<file path="src/design/cms_pkg.sv">
// shared types and constants for the coap message serializer
// used by cms_front, cms_queue, cms_back and the top level; no dependencies
package cms_pkg;

  localparam int unsigned MaxPayloadBytes = 1024;
  localparam int unsigned MaxOptionBytes  = 1024;
  localparam int unsigned CountMax        = 2047;
  localparam int unsigned QueueDepth      = 4;
  localparam int unsigned QPtrW           = $clog2(QueueDepth);

  typedef enum logic [2:0] {
    CMD_START   = 3'd0,
    CMD_OPT_HDR = 3'd1,
    CMD_OPT_VAL = 3'd2,
    CMD_PAYLOAD = 3'd3,
    CMD_FINISH  = 3'd4
  } cmd_t;

  typedef enum logic [2:0] {
    ST_OK      = 3'd0,
    ST_TOKEN   = 3'd1,
    ST_CLASS   = 3'd2,
    ST_LARGE   = 3'd3,
    ST_EMPTY   = 3'd4,
    ST_OPTLONG = 3'd5,
    ST_ORDER   = 3'd6
  } status_t;

  // configuration register indexes
  typedef enum logic [2:0] {
    REG_MSG_TYPE    = 3'd0,
    REG_MSG_CODE    = 3'd1,
    REG_MSG_ID      = 3'd2,
    REG_TOKEN_LEN   = 3'd3,
    REG_TOKEN_VALUE = 3'd4
  } reg_idx_t;

  // what the back end has to emit for one accepted item
  typedef enum logic [2:0] {
    JOB_START  = 3'd0,
    JOB_OPTION = 3'd1,
    JOB_BYTE   = 3'd2,
    JOB_MARK   = 3'd3,
    JOB_NOBYTE = 3'd4
  } job_kind_t;

  typedef struct packed {
    job_kind_t   kind;
    logic [3:0]  last_idx;
    logic [7:0]  head;
    logic [31:0] ext;
    logic [7:0]  data;
    status_t     status;
  } job_t;

endpackage

</file>
<file path="src/design/cms_front.sv">
// front end: accepts command beats, checks them against message state, builds jobs
// depends on cms_pkg
module cms_front (
  input  logic            clk,
  input  logic            rst,
  input  logic            accept,
  input  logic [2:0]      command,
  input  logic [15:0]     option_number,
  input  logic [15:0]     option_length,
  input  logic [7:0]      data_byte,
  input  logic [7:0]      msg_code,
  input  logic [3:0]      token_len,
  output logic            push,
  output cms_pkg::job_t   job
);

  logic [15:0] previous_option, previous_option_next;
  logic [10:0] payload_count, payload_count_next;
  logic        marker_sent, marker_sent_next;
  logic        failed, failed_next;

  logic [2:0]  cls;
  logic        class_ok, code_empty, opt_long, pay_full, order_bad;
  logic [15:0] delta, d_word, l_word, d_tmp, l_tmp;
  logic [3:0]  d_code, l_code;
  logic [1:0]  d_n, l_n;
  logic [31:0] ext;

  assign cls        = msg_code[7:5];
  assign class_ok   = (cls == 3'd0) || (cls == 3'd2) || (cls == 3'd4) || (cls == 3'd5);
  assign code_empty = (msg_code == 8'd0);
  assign opt_long   = 17'(option_length) > 17'(cms_pkg::MaxOptionBytes);
  assign pay_full   = 17'(payload_count) >= 17'(cms_pkg::MaxPayloadBytes);
  assign order_bad  = option_number < previous_option;
  assign delta      = option_number - previous_option;

  // nibble codes with 13 / 14 extensions
  always_comb begin
    d_tmp  = delta - 16'd13;
    d_code = delta[3:0];
    d_n    = 2'd0;
    d_word = 16'd0;
    if (delta >= 16'd269) begin
      d_code = 4'd14;
      d_n    = 2'd2;
      d_word = delta - 16'd269;
    end else if (delta >= 16'd13) begin
      d_code = 4'd13;
      d_n    = 2'd1;
      d_word = {d_tmp[7:0], 8'd0};
    end
    l_tmp  = option_length - 16'd13;
    l_code = option_length[3:0];
    l_n    = 2'd0;
    l_word = 16'd0;
    if (option_length >= 16'd269) begin
      l_code = 4'd14;
      l_n    = 2'd2;
      l_word = option_length - 16'd269;
    end else if (option_length >= 16'd13) begin
      l_code = 4'd13;
      l_n    = 2'd1;
      l_word = {l_tmp[7:0], 8'd0};
    end
    ext = {d_word, 16'd0} | ({l_word, 16'd0} >> {d_n, 3'b000});
  end

  always_comb begin
    previous_option_next = previous_option;
    payload_count_next   = payload_count;
    marker_sent_next     = marker_sent;
    failed_next          = failed;
    push                 = 1'b0;
    job                  = '0;
    job.kind             = cms_pkg::JOB_NOBYTE;
    job.status           = cms_pkg::ST_OK;
    job.data             = data_byte;
    if (accept) begin
      priority if (command == cms_pkg::CMD_START) begin
        previous_option_next = 16'd0;
        payload_count_next   = 11'd0;
        marker_sent_next     = 1'b0;
        failed_next          = 1'b1;
        push                 = 1'b1;
        priority if (token_len > 4'd8) begin
          job.status = cms_pkg::ST_TOKEN;
        end else if (!class_ok) begin
          job.status = cms_pkg::ST_CLASS;
        end else if (code_empty && (token_len != 4'd0)) begin
          job.status = cms_pkg::ST_EMPTY;
        end else begin
          failed_next  = 1'b0;
          job.kind     = cms_pkg::JOB_START;
          job.last_idx = 4'd3 + token_len;
        end
      end else if ((command > cms_pkg::CMD_FINISH) || failed) begin
        push = 1'b0;
      end else if (command == cms_pkg::CMD_FINISH) begin
        push = 1'b1;
      end else begin
        push = 1'b1;
        // errors are all one no-byte result that latches failed
        failed_next = 1'b1;
        priority if (code_empty) begin
          job.status = cms_pkg::ST_EMPTY;
        end else if (command == cms_pkg::CMD_OPT_HDR) begin
          priority if (marker_sent) begin
            job.status = cms_pkg::ST_ORDER;
          end else if (opt_long) begin
            job.status = cms_pkg::ST_OPTLONG;
          end else if (order_bad) begin
            job.status = cms_pkg::ST_ORDER;
          end else begin
            failed_next          = 1'b0;
            previous_option_next = option_number;
            job.kind             = cms_pkg::JOB_OPTION;
            job.head             = {d_code, l_code};
            job.ext              = ext;
            job.last_idx         = 4'(d_n) + 4'(l_n);
          end
        end else if (command == cms_pkg::CMD_OPT_VAL) begin
          if (marker_sent) begin
            job.status = cms_pkg::ST_ORDER;
          end else begin
            failed_next = 1'b0;
            job.kind    = cms_pkg::JOB_BYTE;
          end
        end else begin
          if (pay_full) begin
            job.status = cms_pkg::ST_LARGE;
          end else begin
            failed_next      = 1'b0;
            marker_sent_next = 1'b1;
            if (payload_count != 11'(cms_pkg::CountMax)) begin
              payload_count_next = payload_count + 11'd1;
            end
            if (marker_sent) begin
              job.kind = cms_pkg::JOB_BYTE;
            end else begin
              job.kind     = cms_pkg::JOB_MARK;
              job.last_idx = 4'd1;
            end
          end
        end
      end
    end
  end

  always_ff @(posedge clk) begin
    if (rst) begin
      previous_option <= 16'd0;
      payload_count   <= 11'd0;
      marker_sent     <= 1'b0;
      failed          <= 1'b0;
    end else begin
      previous_option <= previous_option_next;
      payload_count   <= payload_count_next;
      marker_sent     <= marker_sent_next;
      failed          <= failed_next;
    end
  end

endmodule

</file>
<file path="src/design/cms_queue.sv">
// small job queue between the front and back ends
// depends on cms_pkg
module cms_queue (
  input  logic          clk,
  input  logic          rst,
  input  logic          push,
  input  cms_pkg::job_t push_job,
  input  logic          pop,
  output logic          full,
  output logic          head_valid,
  output cms_pkg::job_t head_job
);

  cms_pkg::job_t entries [cms_pkg::QueueDepth];
  logic [cms_pkg::QPtrW-1:0] wr_ptr, rd_ptr;
  logic [cms_pkg::QPtrW:0]   count;

  assign full       = (count == (cms_pkg::QPtrW+1)'(cms_pkg::QueueDepth));
  assign head_valid = (count != '0);
  assign head_job   = entries[rd_ptr];

  always_ff @(posedge clk) begin
    if (push) begin
      entries[wr_ptr] <= push_job;
    end
  end

  always_ff @(posedge clk) begin
    if (rst) begin
      wr_ptr <= '0;
      rd_ptr <= '0;
      count  <= '0;
    end else begin
      if (push) begin
        wr_ptr <= wr_ptr + 1'b1;
      end
      if (pop) begin
        rd_ptr <= rd_ptr + 1'b1;
      end
      count <= count + (cms_pkg::QPtrW+1)'(push) - (cms_pkg::QPtrW+1)'(pop);
    end
  end

endmodule

</file>
<file path="src/design/cms_back.sv">
// back end: expands one job into output beats, one byte per cycle unless out_ready stalls the output
// depends on cms_pkg; holds the output register
module cms_back (
  input  logic          clk,
  input  logic          rst,
  input  logic          head_valid,
  input  cms_pkg::job_t head_job,
  output logic          pop,
  input  logic [1:0]    msg_type,
  input  logic [7:0]    msg_code,
  input  logic [15:0]   msg_id,
  input  logic [3:0]    token_len,
  input  logic [63:0]   token_value,
  output logic          out_valid,
  input  logic          out_ready,
  output logic [7:0]    out_byte,
  output logic          byte_valid,
  output logic [2:0]    status,
  output logic          last
);

  logic [3:0]  idx;
  logic        load, at_end;
  logic [7:0]  byte_sel;
  logic        valid_sel;
  logic [3:0]  sh4;
  logic [2:0]  sh;
  logic [3:0]  ext_k;
  logic [31:0] ext_sh;

  assign load   = head_valid && (!out_valid || out_ready);
  assign at_end = (idx == head_job.last_idx);
  assign pop    = load && at_end;

  always_comb begin
    sh4       = token_len + 4'd3 - idx;
    sh        = sh4[2:0];
    ext_k     = idx - 4'd1;
    ext_sh    = head_job.ext << {ext_k[1:0], 3'b000};
    byte_sel  = 8'd0;
    valid_sel = 1'b1;
    unique case (head_job.kind)
      cms_pkg::JOB_START: begin
        unique case (idx)
          4'd0:    byte_sel = {2'b01, msg_type, token_len};
          4'd1:    byte_sel = msg_code;
          4'd2:    byte_sel = msg_id[15:8];
          4'd3:    byte_sel = msg_id[7:0];
          default: byte_sel = token_value[{sh, 3'b000} +: 8];
        endcase
      end
      cms_pkg::JOB_OPTION: byte_sel = (idx == 4'd0) ? head_job.head : ext_sh[31:24];
      cms_pkg::JOB_BYTE:   byte_sel = head_job.data;
      cms_pkg::JOB_MARK:   byte_sel = (idx == 4'd0) ? 8'hFF : head_job.data;
      default:             valid_sel = 1'b0;
    endcase
  end

  always_ff @(posedge clk) begin
    if (rst) begin
      idx       <= 4'd0;
      out_valid <= 1'b0;
    end else begin
      if (load) begin
        idx       <= at_end ? 4'd0 : idx + 4'd1;
        out_valid <= 1'b1;
      end else if (out_ready) begin
        out_valid <= 1'b0;
      end
    end
  end

  always_ff @(posedge clk) begin
    if (load) begin
      out_byte   <= byte_sel;
      byte_valid <= valid_sel;
      status     <= head_job.status;
      last       <= at_end;
    end
  end

endmodule

</file>
<file path="src/design/coap_message_serializer.sv">
// coap message serializer: a taken command beat is registered in the job queue,
// and the back end then walks it into the output register, one beat per cycle;
// a good start runs 4 to 12 beats, an option header 1 to 5; command beats are
// taken every cycle while the 4-entry job queue has room; the back end drains
// one output beat per cycle while out_ready is high; rst (synchronous) clears
// message state, queue pointers and out_valid and zeroes all config registers
module coap_message_serializer (
  input  logic        clk,
  input  logic        rst,
  // configuration write port
  input  logic        cfg_we,
  input  logic [2:0]  cfg_index,
  input  logic [63:0] cfg_data,
  // command channel
  input  logic        in_valid,
  output logic        in_ready,
  input  logic [2:0]  command,
  input  logic [15:0] option_number,
  input  logic [15:0] option_length,
  input  logic [7:0]  data_byte,
  // byte channel
  output logic        out_valid,
  input  logic        out_ready,
  output logic [7:0]  out_byte,
  output logic        byte_valid,
  output logic [2:0]  status,
  output logic        last
);

  logic [1:0]  msg_type;
  logic [7:0]  msg_code;
  logic [15:0] msg_id;
  logic [3:0]  token_len;
  logic [63:0] token_value;

  logic          accept, push, pop, full, head_valid;
  cms_pkg::job_t push_job, head_job;

  // config registers; user must write only while the block is idle, not checked
  always_ff @(posedge clk) begin
    if (rst) begin
      msg_type    <= 2'd0;
      msg_code    <= 8'd0;
      msg_id      <= 16'd0;
      token_len   <= 4'd0;
      token_value <= 64'd0;
    end else if (cfg_we) begin
      unique case (cfg_index)
        cms_pkg::REG_MSG_TYPE:    msg_type    <= cfg_data[1:0];
        cms_pkg::REG_MSG_CODE:    msg_code    <= cfg_data[7:0];
        cms_pkg::REG_MSG_ID:      msg_id      <= cfg_data[15:0];
        cms_pkg::REG_TOKEN_LEN:   token_len   <= cfg_data[3:0];
        cms_pkg::REG_TOKEN_VALUE: token_value <= cfg_data;
        default: ;  // unused indexes are dropped
      endcase
    end
  end

  // a command beat is taken whenever the queue has a free slot, so items
  // that produce nothing (unknown commands, commands after a failure) also flow
  assign in_ready = !full;
  assign accept   = in_valid && in_ready;

  // front: checks and state updates happen at accept time, so the next
  // command sees the state this one leaves regardless of back-end progress
  cms_front u_front (
    .clk           (clk),
    .rst           (rst),
    .accept        (accept),
    .command       (command),
    .option_number (option_number),
    .option_length (option_length),
    .data_byte     (data_byte),
    .msg_code      (msg_code),
    .token_len     (token_len),
    .push          (push),
    .job           (push_job)
  );

  cms_queue u_queue (
    .clk        (clk),
    .rst        (rst),
    .push       (push),
    .push_job   (push_job),
    .pop        (pop),
    .full       (full),
    .head_valid (head_valid),
    .head_job   (head_job)
  );

  // back: walks each job one byte per beat into the output register;
  // header and token bytes are read straight from configuration
  cms_back u_back (
    .clk         (clk),
    .rst         (rst),
    .head_valid  (head_valid),
    .head_job    (head_job),
    .pop         (pop),
    .msg_type    (msg_type),
    .msg_code    (msg_code),
    .msg_id      (msg_id),
    .token_len   (token_len),
    .token_value (token_value),
    .out_valid   (out_valid),
    .out_ready   (out_ready),
    .out_byte    (out_byte),
    .byte_valid  (byte_valid),
    .status      (status),
    .last        (last)
  );

endmodule

</file>
<file path="config.mk">
export PLATFORM = sky130hd
export DESIGN_NAME = coap_message_serializer
export DESIGN_NICKNAME = d
export VERILOG_FILES = /design/src/design/cms_pkg.sv /design/src/design/cms_front.sv /design/src/design/cms_queue.sv /design/src/design/cms_back.sv /design/src/design/coap_message_serializer.sv
export SDC_FILE = /design/constraint.sdc
export NUM_CORES = 1
export LEC_CHECK = 0
export ABC_AREA = 1
export BUFFER_PORTS_ARGS = -buffer_cell sky130_fd_sc_hd__buf_2
export CAP_MARGIN = 30
export CELL_PAD_IN_SITES_DETAIL_PLACEMENT = 1
export CELL_PAD_IN_SITES_GLOBAL_PLACEMENT = 2
export CORE_UTILIZATION = 37
export CTS_CLUSTER_DIAMETER = 150
export CTS_CLUSTER_SIZE = 30
export DETAILED_ROUTE_END_ITERATION = 7
export PLACE_DENSITY = 0.82
export REMOVE_ABC_BUFFERS = 1
export SLEW_MARGIN = 20
export SYNTH_ARGS = -nofsm -noshare
export SYNTH_HDL_FRONTEND = slang
export SYNTH_SLANG_ARGS = --single-unit
export TNS_END_PERCENT = 10
</file>
<file path="constraint.sdc">
create_clock -name clk -period 4.8 [get_ports clk]
set_clock_uncertainty 0.05 [all_clocks]
set_input_delay 0 -clock clk [delete_from_list [all_inputs] [get_ports clk]]
set_output_delay 0 -clock clk [all_outputs]
set_load 0.02 [all_outputs]
</file>
==> impl_summary.log, run 1 <==
INFO  metric cp.buffers_inverters = 1
INFO  metric max_slew_margin = 0.3489
INFO  metric fp.dieArea = just over 50000 sq um
INFO  metric power_switching = between 0.002 and 0.003 W
INFO  metric path_clk_slew = 0.13 ns
INFO  metric vdd_drop_max = around 0.23 mV
INFO  metric numPlacedInstances = between 2000 and 3000
INFO  metric clock_tree_from_tritoncts = done
INFO  metric dieHeight = ~230 um
INFO  metric postCtsResizedCells = 0
INFO  metric cpMostUsedCell = ha_1
INFO  metric cap_viol_max_count = 0
INFO  metric cellPowerDensity = roughly 370 nW/um^2
INFO  metric startpoint_type = flop
INFO  metric seq_power_share = 0.491
INFO  metric avgRoutedWirePerCell = about 19 um
INFO  metric slowest_delay = 0.61 ns
INFO  metric finalWorstPathRequiredPeriod = between 3 and 4 ns
INFO  metric cts_max_path_buffers = 3
INFO  metric layout_cell_share_with_drive_strength_beyond_1 = 0.09291
INFO  metric grt_first_pass_wirelength = around 91000 um
INFO  metric fp.coreArea = slightly below 50000 sq um
INFO  metric post_synth.cell_area_avg = approximately 8.6 sq um
INFO  metric finalHoldViolCount = 0
INFO  metric htreeDepth = 1
INFO  metric yosys_warnings = 0
INFO  metric arrival_time_of_data_at_the_critical_path_endpoint = about 4.0 ns
INFO  metric finalSetupViolations = 0
INFO  metric cp_cell_sequence = ha_1 -> fa_1 -> ha_1 -> nor2_1 -> nand3_1 -> nand2_1 -> inv_1 -> nand4_1 -> nand2_1 -> nand3_4 -> nor2_4 -> ha_1 -> xnor2_1 -> o22ai_1 -> nor3b_1
INFO  metric antenna_found_initial = 5
INFO  metric start_util = 0.3773
INFO  metric route.detailed.vias_per_inst = between 5 and 6
INFO  metric floorplan.rows = 81
INFO  metric post-route-period-util = 0.7832
INFO  metric synth_cells = about 2200
INFO  metric final-instance-count-excl-fill = a little over 3000
INFO  metric p_total = 0.007923 W
INFO  metric mappedNetlistArea = between 15000 and 20000 sq um
INFO  metric dr_total_vias = 15910
INFO  metric drt_iter0_drc = approximately 950
INFO  metric totalNegativeSetupSlack = 0 ns
INFO  metric endpoint = u_queue.entries[3][52]$_DFFE_PP_
INFO  metric grt_max_degree = a little over 100
INFO  metric detail_route.first_pass.iterations = 5
INFO  metric clock_latency_late_sink = between 0.5 and 0.6 ns
INFO  metric synth_enable_flop_cells = roughly 250
INFO  metric regToRegEndpoint = u_queue.entries[3][52]$_DFFE_PP_
INFO  metric number_of_global_route_vias_before_repair = 16470
INFO  metric fillCellCount = roughly 6000
INFO  metric grt.total_usage = 0.2270
INFO  metric area_growth_syn_to_layout = 15.70%
INFO  metric class_of_the_most_critical_setup_path = flop to flop
INFO  metric critPathCaptureType = flop
INFO  metric root_buffer = clkbuf_16
INFO  metric detail-route-antenna-nets = 0
INFO  metric postRouteWirelength = between 50000 and 60000 um
INFO  metric rsz_0062_raised_after_global_routing = false
INFO  metric async_flop_share = 0
INFO  metric placement.io_buffers = 129
INFO  metric cts.sink_count = about 380
INFO  metric globalplace.congestion = roughly 0.83
INFO  metric fmax = approximately 270 MHz
INFO  metric number_of_placed_i_o_pins = 130
INFO  metric regToRegStartpoint = u_front.previous_option[0]$_SDFFE_PP0P_
INFO  metric synth-main-ff-cell = edfxtp_1
INFO  metric design.final.nets = 2501
INFO  metric chipWidth = about 230 um
INFO  metric path_delay_family = simple AND/OR/NAND/NOR gates
INFO  metric number_of_max_slew_violations_in_the_final_report = 0
INFO  metric synth_cell_type_count = slightly below 50
INFO  metric worst_setup_path_startpoint = u_front.previous_option[0]$_SDFFE_PP0P_
INFO  metric hpwl = around 39000 um
INFO  metric run_status = finished, final reports clean
INFO  metric critical_path_depth = 15
INFO  metric worstPathRequired = slightly above 5 ns
INFO  metric drc_markers = 0
INFO  metric r2r_cells = 15
INFO  metric timing.critical_path.slowest_stage_cell = fa_1
INFO  metric cts_buffers = 16
INFO  metric netSwitchingFraction = 0.3511
INFO  metric cp_max_fo = 17
INFO  metric post-route-util = 0.4366
INFO  metric timing.reg2reg.setup_slack = 1.04 ns
INFO  metric yosysSeqAreaShare = 0.5434
INFO  metric share_clk_of_total_power = 0.213
INFO  metric power.leakage = slightly below 9 nW
INFO  metric grt_total_ovfl = 0
INFO  metric min-delay-path-class = input port to flop
INFO  metric slew_at_the_pin_with_the_worst_max_slew_slack = 0.9767 ns
INFO  metric intPower = around 0.0051 W
INFO  metric combPwrFrac = 0.296
INFO  metric seq_cells_post_synth = 382
metal layers:
metal | share of wire | up-vias | track usage
met5 | 0 | - | 0
met2 | 0.49 | 274 | 0.3932
li1 | - | 7697 | -
met1 | 0.45 | 7862 | 0.2990
met3 | 0.032 | 72 | 0.02394
met4 | 0.023 | 0 | 0.06452
flip-flops by register name, summed over array words and instances (netlist names), 4 cells and up, named ones only:
| signal | flops |
|---|---|
| msg_code | 8 |
| msg_id | 16 |
| token_len | 4 |
| token_value | 64 |
| u_back.idx | 4 |
| u_back.out_byte | 8 |
| u_front.payload_count | 11 |
| u_front.previous_option | 16 |
| u_queue.entries | 232 |
power groups by stage:
stage / Clock, W / Combinational (W) / Sequential (W)
2_1_floorplan: 0 / 0.00126 / 0.00402
3_3_place_gp: 0 / 0.00221 / 0.00395
3_5_place_dp: 0 / 0.00227 / 0.00397
4_1_cts: 0.00175 / 0.00235 / 0.00389
5_1_grt: 0.00185 / 0.00259 / 0.00392
6_report: 0.00169 / 0.00234 / 0.00389
synth_stat cells, types with 2 or more instances:
cell type | number | area, sq um
a32oi_1 | 2 | 17.52
o21ai_0 | 257 | 1286
nand4_1 | 23 | 143.9
nand2_1 | 334 | 1254
nor3_1 | 15 | 75.07
clkbuf_1 | 78 | 292.8
o31ai_1 | 2 | 15.01
fa_1 | 3 | 60.06
ha_1 | 35 | 437.9
inv_2 | 6 | 22.52
mux2i_1 | 9 | 90.09
clkinv_1 | 3 | 11.26
a21oi_1 | 122 | 610.6
o22ai_1 | 29 | 181.4
nand3b_1 | 2 | 15.01
buf_2 | 11 | 55.05
nand3_1 | 110 | 550.5
or2_2 | 4 | 25.02
nand2_2 | 10 | 62.56
xor2_1 | 15 | 131.4
a221oi_1 | 5 | 43.79
dfxtp_1 | 137 | 2743
nor4_1 | 3 | 18.77
nor3b_1 | 2 | 15.01
nor2_4 | 3 | 33.78
nand3_2 | 3 | 30.03
a22o_1 | 4 | 35.03
buf_6 | 2 | 22.52
o221ai_1 | 20 | 175.2
xnor2_1 | 5 | 43.79
o2111ai_1 | 2 | 17.52
edfxtp_1 | 245 | 7357
a31oi_1 | 13 | 81.33
nor2_1 | 397 | 1490
and2_1 | 4 | 25.02
o211ai_1 | 25 | 187.7
a211oi_1 | 3 | 22.52
inv_1 | 203 | 762.0
nor2_2 | 6 | 37.54
buf_1 | 4 | 15.01
area by class of cell:
type / instances / area [sq um] / area share
clock buffers: 26 / 459.2 / 0.02135
clock inverters: 1 / 8.758 / 0.0004073
well taps: 664 / 830.8 / 0.03864
inverters: 212 / 795.8 / 0.03701
flip-flops and latches: 382 / 10100 / 0.4699
diodes: 5 / 12.51 / 0.0005819
repair buffers: 261 / 1947 / 0.09054
multi-input cells: 1475 / 7346 / 0.3416
timing repair:
item | 4_1_cts | 5_1_grt
setup buffers | 0 | 0
hold buffers | 106 | 0
endpoints found under the hold margin | 150 | 0
cells by family after synthesis:
logic type      synth area share
flops                     0.5434
fa+ha+maj                0.02679
xor+xnor                 0.01030
buf+inv                  0.06396
mux                     0.004847
simple gates              0.2051
compound gates            0.1455
worst reg2reg max path: stages, from the launching register on:
cell	delay (ns)
dfxtp_1	0.33
ha_1	0.23
fa_1	0.61
ha_1	0.22
nor2_1	0.06
nand3_1	0.11
nand2_1	0.09
inv_1	0.10
nand4_1	0.11
nand2_1	0.19
nand3_4	0.25
nor2_4	0.36
ha_1	0.24
xnor2_1	0.08
o22ai_1	0.12
nor3b_1	0.40
stage by stage:
step	hold WS (ns)	instance area, sq um	setup WS [ns]
after floorplan	0.01669	18190	-1.874
after global placement	0.1735	19890	1.287
after detailed placement	0.1815	19930	1.087
after CTS	0.03511	21460	1.066
after global routing	0.05485	21500	0.7387
final	0.06707	21500	1.041
placed cells by master, fill, tap and decap left out, drive strengths merged, types with 23 or more instances in the layout:
cell type / n
nand2: 344
buf: 155
ha: 35
dfxtp: 137
edfxtp: 245
inv: 211
nand4: 23
dlygate4sd3: 106
o22ai: 29
nor2: 406
clkbuf: 26
a21oi: 122
o211ai: 25
nand3: 114
o21ai: 258
how the worst min path moves through the flow:
stage / end / depth (start not counted) / startpoint
global route: u_queue.entries[3][44]$_DFFE_PP_ / 3 / option_length[1]
floorplan: u_queue.count[1]$_SDFF_PP0_ / 1 / rst
CTS: u_queue.entries[3][45]$_DFFE_PP_ / 3 / option_length[2]
detailed placement: u_queue.entries[3][7]$_DFFE_PP_ / 1 / data_byte[4]
finish: u_queue.entries[3][45]$_DFFE_PP_ / 3 / option_length[2]
global placement: u_queue.entries[3][9]$_DFFE_PP_ / 1 / data_byte[6]
(Power assumes the default switching activity.)
==> run 2: changes to the inputs <==
--- a/config.mk
+++ b/config.mk
@@ -5,12 +5,12 @@
 export SDC_FILE = /design/constraint.sdc
 export NUM_CORES = 1
 export LEC_CHECK = 0
-export ABC_AREA = 1
+export ABC_AREA = 0
 export BUFFER_PORTS_ARGS = -buffer_cell sky130_fd_sc_hd__buf_2
 export CAP_MARGIN = 30
 export CELL_PAD_IN_SITES_DETAIL_PLACEMENT = 1
 export CELL_PAD_IN_SITES_GLOBAL_PLACEMENT = 2
-export CORE_UTILIZATION = 37
+export CORE_UTILIZATION = 41
 export CTS_CLUSTER_DIAMETER = 150
 export CTS_CLUSTER_SIZE = 30
 export DETAILED_ROUTE_END_ITERATION = 7
==> constraint.sdc (replaced) <==
create_clock -name clk -period 3.6 [get_ports clk]
set_clock_uncertainty 0.05 [all_clocks]
set_input_delay 0 -clock clk [delete_from_list [all_inputs] [get_ports clk]]
set_output_delay 0 -clock clk [all_outputs]
set_load 0.02 [all_outputs]
==> run 2 against run 1 <==
Sequential share of layout area down 0.57 points. Synthesized area shrank 3.1%. Cell count is 21% lower. Global-route usage down 0.70 points. First-iteration DRC count is 0.21% higher. Sequential cell count did not move. Via count down 18%. Largest cell class unchanged.
==> impl_summary.log, run 2 <==
INFO  metric mostFrequentLayoutCells = 245 x edfxtp_1, 230 x nand2_1, 132 x nor2_1
INFO  metric cap_viol_max_count = 0
INFO  metric mappedNetlistArea = ~18000 sq um
INFO  metric synth_cell_type_count = between 80 and 90
INFO  metric fillCellCount = 4624
INFO  metric whs_path_depth = 3
INFO  metric max_slew_margin = 0.4612
INFO  metric cts.sink_count = about 380
INFO  metric grt_max_degree = 67
INFO  metric cts_buffers = 16
INFO  metric class_of_the_most_critical_setup_path = flop to flop
INFO  metric startpoint_type = flop
INFO  metric yosys_warnings = 0
INFO  metric run_status = finished, final reports clean
INFO  metric number_of_flip_flops_under_the_largest_register_name = about 230
INFO  metric post_synth.cell_area_avg = between 10 and 15 sq um
INFO  metric fmax = around 290 MHz
INFO  metric synth_most_common_cell = edfxtp_1
INFO  metric htreeDepth = 1
INFO  metric r2r_cells = 15
INFO  metric power.leakage = about 7.7 nW
INFO  metric netlist_top_cells_count = 245 x edfxtp_1, 231 x nand2_1, 137 x dfxtp_1
INFO  metric number_of_placed_i_o_pins = 130
INFO  metric finalWorstPathRequiredPeriod = approximately 3.5 ns
INFO  metric fp.coreArea = ~43000 sq um
INFO  metric min-delay-path-class = input port to flop
INFO  metric hpwl = approximately 34000 um
INFO  metric grt_first_pass_wirelength = 76570 um
INFO  metric final-instance-count-excl-fill = 2382
INFO  metric area_growth_syn_to_layout = 20.95%
INFO  metric dieHeight = 211.6 um
INFO  metric detail_route.first_pass.iterations = 5
INFO  metric yosysSeqAreaShare = 0.5608
INFO  metric max_flop_register = u_queue.entries
INFO  metric synth_cells = approximately 1500
INFO  metric globalplace.congestion = between 0.8 and 0.9
INFO  metric cp_max_fo = 6
INFO  metric multi_input_comb_area = slightly below 8000 sq um
INFO  metric diodes = 0
INFO  metric commonest_non_fill_non_tap_cell_in_the_layout = edfxtp_1
INFO  metric place_worst_setup_slack = -0.2543 ns
INFO  metric layout_cell_share_with_drive_strength_beyond_1 = 0.2359
INFO  metric synth_top_area_cell = edfxtp_1
INFO  metric drt_iter0_drc = 950
INFO  metric finalSetupViolations = 0
INFO  metric grt.total_usage = 0.2200
INFO  metric placement.io_buffers = ~130
INFO  metric synth.top_cells.by_area = edfxtp_1 41%, dfxtp_1 15%, mux4_2 10%
INFO  metric slew_at_the_pin_with_the_worst_max_slew_slack = ~0.8 ns
INFO  metric avgRoutedWirePerCell = between 20 and 25 um
INFO  metric antenna_found_initial = 2
INFO  metric cellPowerDensity = around 430 nW/um^2
INFO  metric number_of_max_slew_violations_in_the_final_report = 0
INFO  metric seq_cells_post_synth = roughly 380
INFO  metric largestRegisters = u_queue.entries (232), token_value (64)
INFO  metric regToRegEndpoint = u_queue.entries[3][51]$_DFFE_PP_
INFO  metric path_clk_slew = approximately 0.12 ns
INFO  metric clock_latency_late_sink = between 0.5 and 0.6 ns
INFO  metric numPlacedInstances = approximately 2200
INFO  metric whs_endpoint = u_queue.entries[0][56]$_DFFE_PP_
INFO  metric timing.reg2reg.setup_slack = 0.12 ns
INFO  metric clock_tree_from_tritoncts = done
INFO  metric root_buffer = clkbuf_16
INFO  metric vdd_drop_max = approximately 0.32 mV
INFO  metric number_of_global_route_vias_before_repair = ~14000
INFO  metric floorplan.rows = 76
INFO  metric chipWidth = about 210 um
INFO  metric critPathCaptureType = flop
INFO  metric worst_slack = about 0.12 ns
INFO  metric netlist.area_leader.share = 0.4085
INFO  metric start_util = 0.4171
INFO  metric route.detailed.vias_per_inst = ~5.5
INFO  metric totalNegativeSetupSlack = 0 ns
INFO  metric worstPathRequired = 3.82 ns
INFO  metric seq_area = 10110 sq um
INFO  metric dr_total_vias = 13020
INFO  metric grt_total_ovfl = 0
INFO  metric design.final.nets = 1940
INFO  metric detail-route-antenna-nets = 0
INFO  metric final_hold_slack = approximately 0.027 ns
INFO  metric post-route-period-util = 0.9678
INFO  metric synth_enable_flop_cells = around 250
INFO  metric hold_path.startpoint = in_valid
INFO  metric drc_markers = 0
INFO  metric fp.dieArea = roughly 45000 sq um
INFO  metric async_flop_share = 0
INFO  metric cts_max_path_buffers = 3
INFO  metric synth-main-ff-cell = edfxtp_1
INFO  metric postRouteWirelength = about 49000 um
INFO  metric regToRegStartpoint = u_front.previous_option[7]$_SDFFE_PP0P_
INFO  metric arrival_time_of_data_at_the_critical_path_endpoint = ~3.7 ns
INFO  metric rsz_0062_raised_after_global_routing = true
INFO  metric finalHoldViolCount = 0
## run 2: cell types whose count changed in the layout (fill, tap and decap cells not counted), moves of 13 or more
cell,before,now
a22oi_1,0,31
and2_1,4,17
buf_4,23,94
inv_1,202,39
mux2i_1,9,31
mux4_2,0,82
nand2_1,334,230
nand3_1,109,17
nand4_1,23,6
nor2_1,393,132
o211ai_1,25,5
o21ai_0,257,30
o22ai_1,29,0
xnor2_1,5,27
## run 2: cell type report
class	instances	area share
timing repair buffer	334	0.1171
sequential	382	0.4642
clock buffer	27	0.02125
multi-input combinational	1011	0.3562
clock inverter	1	0.0004021
tap	585	0.03361
inverter	42	0.007238
## run 2: report_power, final
group          internal [W]  switching [W]
Combinational      0.000883        0.00123
Clock              0.000906        0.00134
Sequential          0.00495       0.000107
Total               0.00674        0.00268
## run 2: critical path, stage by stage (launching register included)
cell	delay, ns
dfxtp_1	0.35
inv_1	0.07
ha_4	0.24
a21oi_2	0.16
nand2_1	0.11
and2_1	0.18
or4_4	0.50
a22oi_4	0.20
nand4b_4	0.14
nor4b_4	0.34
inv_2	0.07
nor2_2	0.09
ha_1	0.25
nor3_2	0.19
nor4_2	0.07
o21a_1	0.22
## run 2: worst max-delay path by stage
stage                                       startpoint                               end  slack, ns  cells after the start
2_1_floorplan                                     flop       u_queue.count[2]$_SDFF_PP0_      -1.45                     13
3_5_place_dp   u_front.previous_option[0]$_SDFFE_PP0P_  u_queue.entries[2][31]$_DFFE_PP_      -0.25                     13
4_1_cts        u_front.previous_option[1]$_SDFFE_PP0P_  u_queue.entries[3][51]$_DFFE_PP_      0.002                     15
6_report       u_front.previous_option[7]$_SDFFE_PP0P_  u_queue.entries[3][51]$_DFFE_PP_       0.12                     15
3_3_place_gp   u_front.previous_option[0]$_SDFFE_PP0P_  u_queue.entries[0][31]$_DFFE_PP_      -0.09                     13
5_1_grt        u_front.previous_option[6]$_SDFFE_PP0P_  u_queue.entries[3][51]$_DFFE_PP_      -0.09                     15
## run 2: routing by layer
| layer | GRT usage | part of all wire |
|---|---|---|
| met4 | 0.04698 | 0.017 |
| met2 | 0.3876 | 0.50 |
| met1 | 0.2911 | 0.44 |
| met5 | 0 | 0.00044 |
| met3 | 0.02537 | 0.039 |
## run 2: logic make-up (layout without fill, tap and decap cells)
logic type | after synthesis | in the layout | share of synthesized area
flops | 382 | 382 | 0.5608
compound gates | 300 | 300 | 0.1094
simple gates | 506 | 506 | 0.1274
buf+inv | 126 | 404 | 0.02842
mux | 116 | 116 | 0.1215
fa+ha+maj | 38 | 38 | 0.02765
xor+xnor | 51 | 51 | 0.02480
## run 2: repair_timing
item	in CTS	in global routing
endpoints found under the hold margin	165	0
setup buffers	2	10
pin swaps	8	28
gates cloned	0	0
endpoints found under the setup margin	99	132
resized for setup	15	56
hold buffers	101	0
## run 2: metrics by stage
stage,power [W],instance area (sq um),utilization
after global placement,0.007085,19850,0.4599
after floorplan,0.006363,17650,-
after global routing,0.009827,21780,0.5045
final,0.009418,21780,0.5045
after CTS,0.009480,21420,0.4962
after detailed placement,0.007155,19860,0.4599
==> run 3: changes to the inputs <==
--- a/config.mk
+++ b/config.mk
@@ -15,7 +15,6 @@
 export CTS_CLUSTER_SIZE = 30
 export DETAILED_ROUTE_END_ITERATION = 7
 export PLACE_DENSITY = 0.82
-export REMOVE_ABC_BUFFERS = 1
 export SLEW_MARGIN = 20
 export SYNTH_ARGS = -nofsm -noshare
 export SYNTH_HDL_FRONTEND = slang
==> run 3 against run 2 <==
Die area unchanged. Setup slack lost 0.028 ns. Utilization is 0.46 points lower. Largest power group unchanged. First-iteration DRC count fell by 0.53%. Fmax is 0.78% lower. Critical path depth is 2 lower. Highest routed layer is now met4.
==> impl_summary.log, run 3 (synthesized netlist as in run 2, its figures left out) <==
INFO  metric grt_met2_usage = 0.3842
INFO  metric clock_latency_late_sink = 0.55 ns
INFO  metric hpwl = around 35000 um
INFO  metric number_of_max_slew_violations_in_the_final_report = 0
INFO  metric critPathCaptureType = flop
INFO  metric globalRouteMet3Util = 0.02210
INFO  metric slew_at_the_pin_with_the_worst_max_slew_slack = 0.8746 ns
INFO  metric cts_buffers = 16
INFO  metric max_flop_register = u_queue.entries
INFO  metric number_of_nets_produced_by_synthesis = between 1500 and 2000
INFO  metric worst_slack = 0.08831 ns
INFO  metric post-route-period-util = 0.9755
INFO  metric busiest_layer = met2
INFO  metric grt_max_degree = between 70 and 80
INFO  metric finalHoldViolCount = 0
INFO  metric grt_total_ovfl = 0
INFO  metric fillCellCount = 4621
INFO  metric antenna_found_initial = 1
INFO  metric fp.dieArea = 44770 sq um
INFO  metric drc_markers = 0
INFO  metric start_util = 0.4171
INFO  metric place_worst_setup_slack = -0.09827 ns
INFO  metric layout_cell_share_with_drive_strength_beyond_1 = 0.2192
INFO  metric timing.critical_path.slowest_stage_cell = nor4b_4
INFO  metric path_delay_family = simple AND/OR/NAND/NOR gates
INFO  metric multi_input_comb_area = 7605 sq um
INFO  metric cp_cell_sequence = inv_1 -> ha_1 -> nor2b_2 -> o2111a_2 -> or3_4 -> a22oi_2 -> and2_4 -> a31oi_4 -> nor4b_4 -> buf_8 -> nor2_1 -> a311oi_1 -> buf_4
INFO  metric cp_max_fo = 32
INFO  metric worstPathRequired = a little under 4 ns
INFO  metric avgRoutedWirePerCell = between 20 and 25 um
INFO  metric class_of_the_most_critical_setup_path = flop to flop
INFO  metric slowest_delay = approximately 0.41 ns
INFO  metric run_status = finished, final reports clean
INFO  metric route.detailed.vias_per_inst = about 5.5
INFO  metric number_of_flip_flops_under_the_largest_register_name = approximately 230
INFO  metric mostFrequentLayoutCells = 245 x edfxtp_1, 231 x nand2_1, 133 x nor2_1, 133 x dfxtp_1, 128 x buf_2
INFO  metric finalWorstPathRequiredPeriod = 3.512 ns
INFO  metric cp.buffers_inverters = 3
INFO  metric design_area = between 20000 and 25000 sq um
INFO  metric path_clk_slew = around 0.12 ns
INFO  metric commonest_non_fill_non_tap_cell_in_the_layout = edfxtp_1
INFO  metric postRouteWirelength = 50580 um
INFO  metric number_of_global_route_vias_before_repair = ~14000
INFO  metric arrival_time_of_data_at_the_critical_path_endpoint = a little under 4 ns
INFO  metric min-delay-path-class = input port to flop
INFO  metric max_slew_margin = 0.4108
INFO  metric seq_area = a little over 10000 sq um
INFO  metric fp.coreArea = ~43000 sq um
INFO  metric grt.total_usage = 0.2261
INFO  metric drt_iter0_drc = about 950
INFO  metric dieHeight = ~210 um
INFO  metric detail_route.first_pass.iterations = 5
INFO  metric floorplan.rows = 76
INFO  metric cap_viol_max_count = 0
INFO  metric detail-route-antenna-nets = 0
INFO  metric cts_max_path_buffers = 3
INFO  metric globalplace.congestion = around 0.79
INFO  metric area_growth_syn_to_layout = 19.84%
INFO  metric htreeDepth = 1
INFO  metric placedInstanceArea = 19800 sq um
INFO  metric rsz_0062_raised_after_global_routing = true
INFO  metric cellPowerDensity = about 440 nW/um^2
INFO  metric chipWidth = between 200 and 250 um
INFO  metric power.leakage = 7.701 nW
INFO  metric startpoint_type = flop
INFO  metric grtUsageMet1 = 0.3112
INFO  metric finalSetupViolations = 0
INFO  metric number_of_placed_i_o_pins = 130
INFO  metric grt_first_pass_wirelength = 77910 um
INFO  metric vdd_drop_max = between 0.3 and 0.4 mV
INFO  metric largestRegisters = u_queue.entries (232), token_value (64)
INFO  metric clock_tree_from_tritoncts = done
INFO  metric fmax = 284.8 MHz
INFO  metric placement.io_buffers = ~130
INFO  metric post-route-util = 0.4999
INFO  metric root_buffer = clkbuf_16
INFO  metric dr_total_vias = about 13000
INFO  metric design.final.nets = roughly 1900
INFO  metric cts.sink_count = approximately 380
run 3: changes by cell type in the layout (fill, tap and decap cells not counted), sizes merged:
cell and delta:
buf -14, dlygate4sd3 +5, diode +1
run 3: timing repair:
item | 4_1_cts | 5_1_grt
endpoints found under the hold margin | 170 | 0
gates resized for setup | 5 | 42
buffers inserted | 2 | 5
pin swaps | 3 | 13
endpoints found under the setup margin | 72 | 131
hold buffers | 106 | 0
run 3: per-layer routing:
metal / share of wire / vias up / wire length (um)
li1: - / 6098 / -
met1: 0.45 / 6580 / 22990
met2: 0.48 / 312 / 24510
met3: 0.040 / 62 / 2045
met4: 0.020 / 0 / 1035
met5: 0 / - / 0
run 3: area by class of cell:
type,instances,area share
sequential,382,0.4683
multi-input combinational,1011,0.3524
timing repair buffer,325,0.1161
tap,585,0.03392
clock buffer,27,0.02145
inverter,42,0.007305
clock inverter,1,0.0004058
antenna,1,0.0001160
run 3: worst paths after layout:
check | end | cells past startpoint | slack, ns | from
worst min register to register | token_value[63]$_SDFFE_PP0P_ | 2 | 0.41 | token_value[63]$_SDFFE_PP0P_
worst min-delay path | u_queue.entries[1][51]$_DFFE_PP_ | 3 | 0.06 | command[0]
worst max-delay path | u_queue.entries[2][29]$_DFFE_PP_ | 13 | 0.09 | u_front.previous_option[1]$_SDFFE_PP0P_
worst max register to register | u_queue.entries[2][29]$_DFFE_PP_ | 13 | 0.09 | u_front.previous_option[1]$_SDFFE_PP0P_
run 3: power by group:
group,leakage (nW),internal (W),switching [W]
sequential,3.57,0.00495,0.000111
clock,0.226,0.000905,0.00132
combinational,3.90,0.000864,0.00125
run 3: worst reg2reg max path: stages (launching register included):
cell	delay [ns]
dfxtp_2	0.35
inv_1	0.04
ha_1	0.28
nor2b_2	0.17
o2111a_2	0.27
or3_4	0.40
a22oi_2	0.16
and2_4	0.20
a31oi_4	0.11
nor4b_4	0.41
buf_8	0.28
nor2_1	0.11
a311oi_1	0.34
buf_4	0.21
run 3: metrics by stage:
stage          setup TNS, ns  hold WS, ns  power [W]  instances
2_1_floorplan              0      0.04887   0.006408       1519
3_3_place_gp               0       0.1639   0.007103       2231
3_5_place_dp          -2.885       0.1859   0.007169       2232
4_1_cts                    0   0.00002998   0.009476       2368
5_1_grt              -0.4035      0.06364   0.009761       2374
6_report                   0      0.05505   0.009398       2374
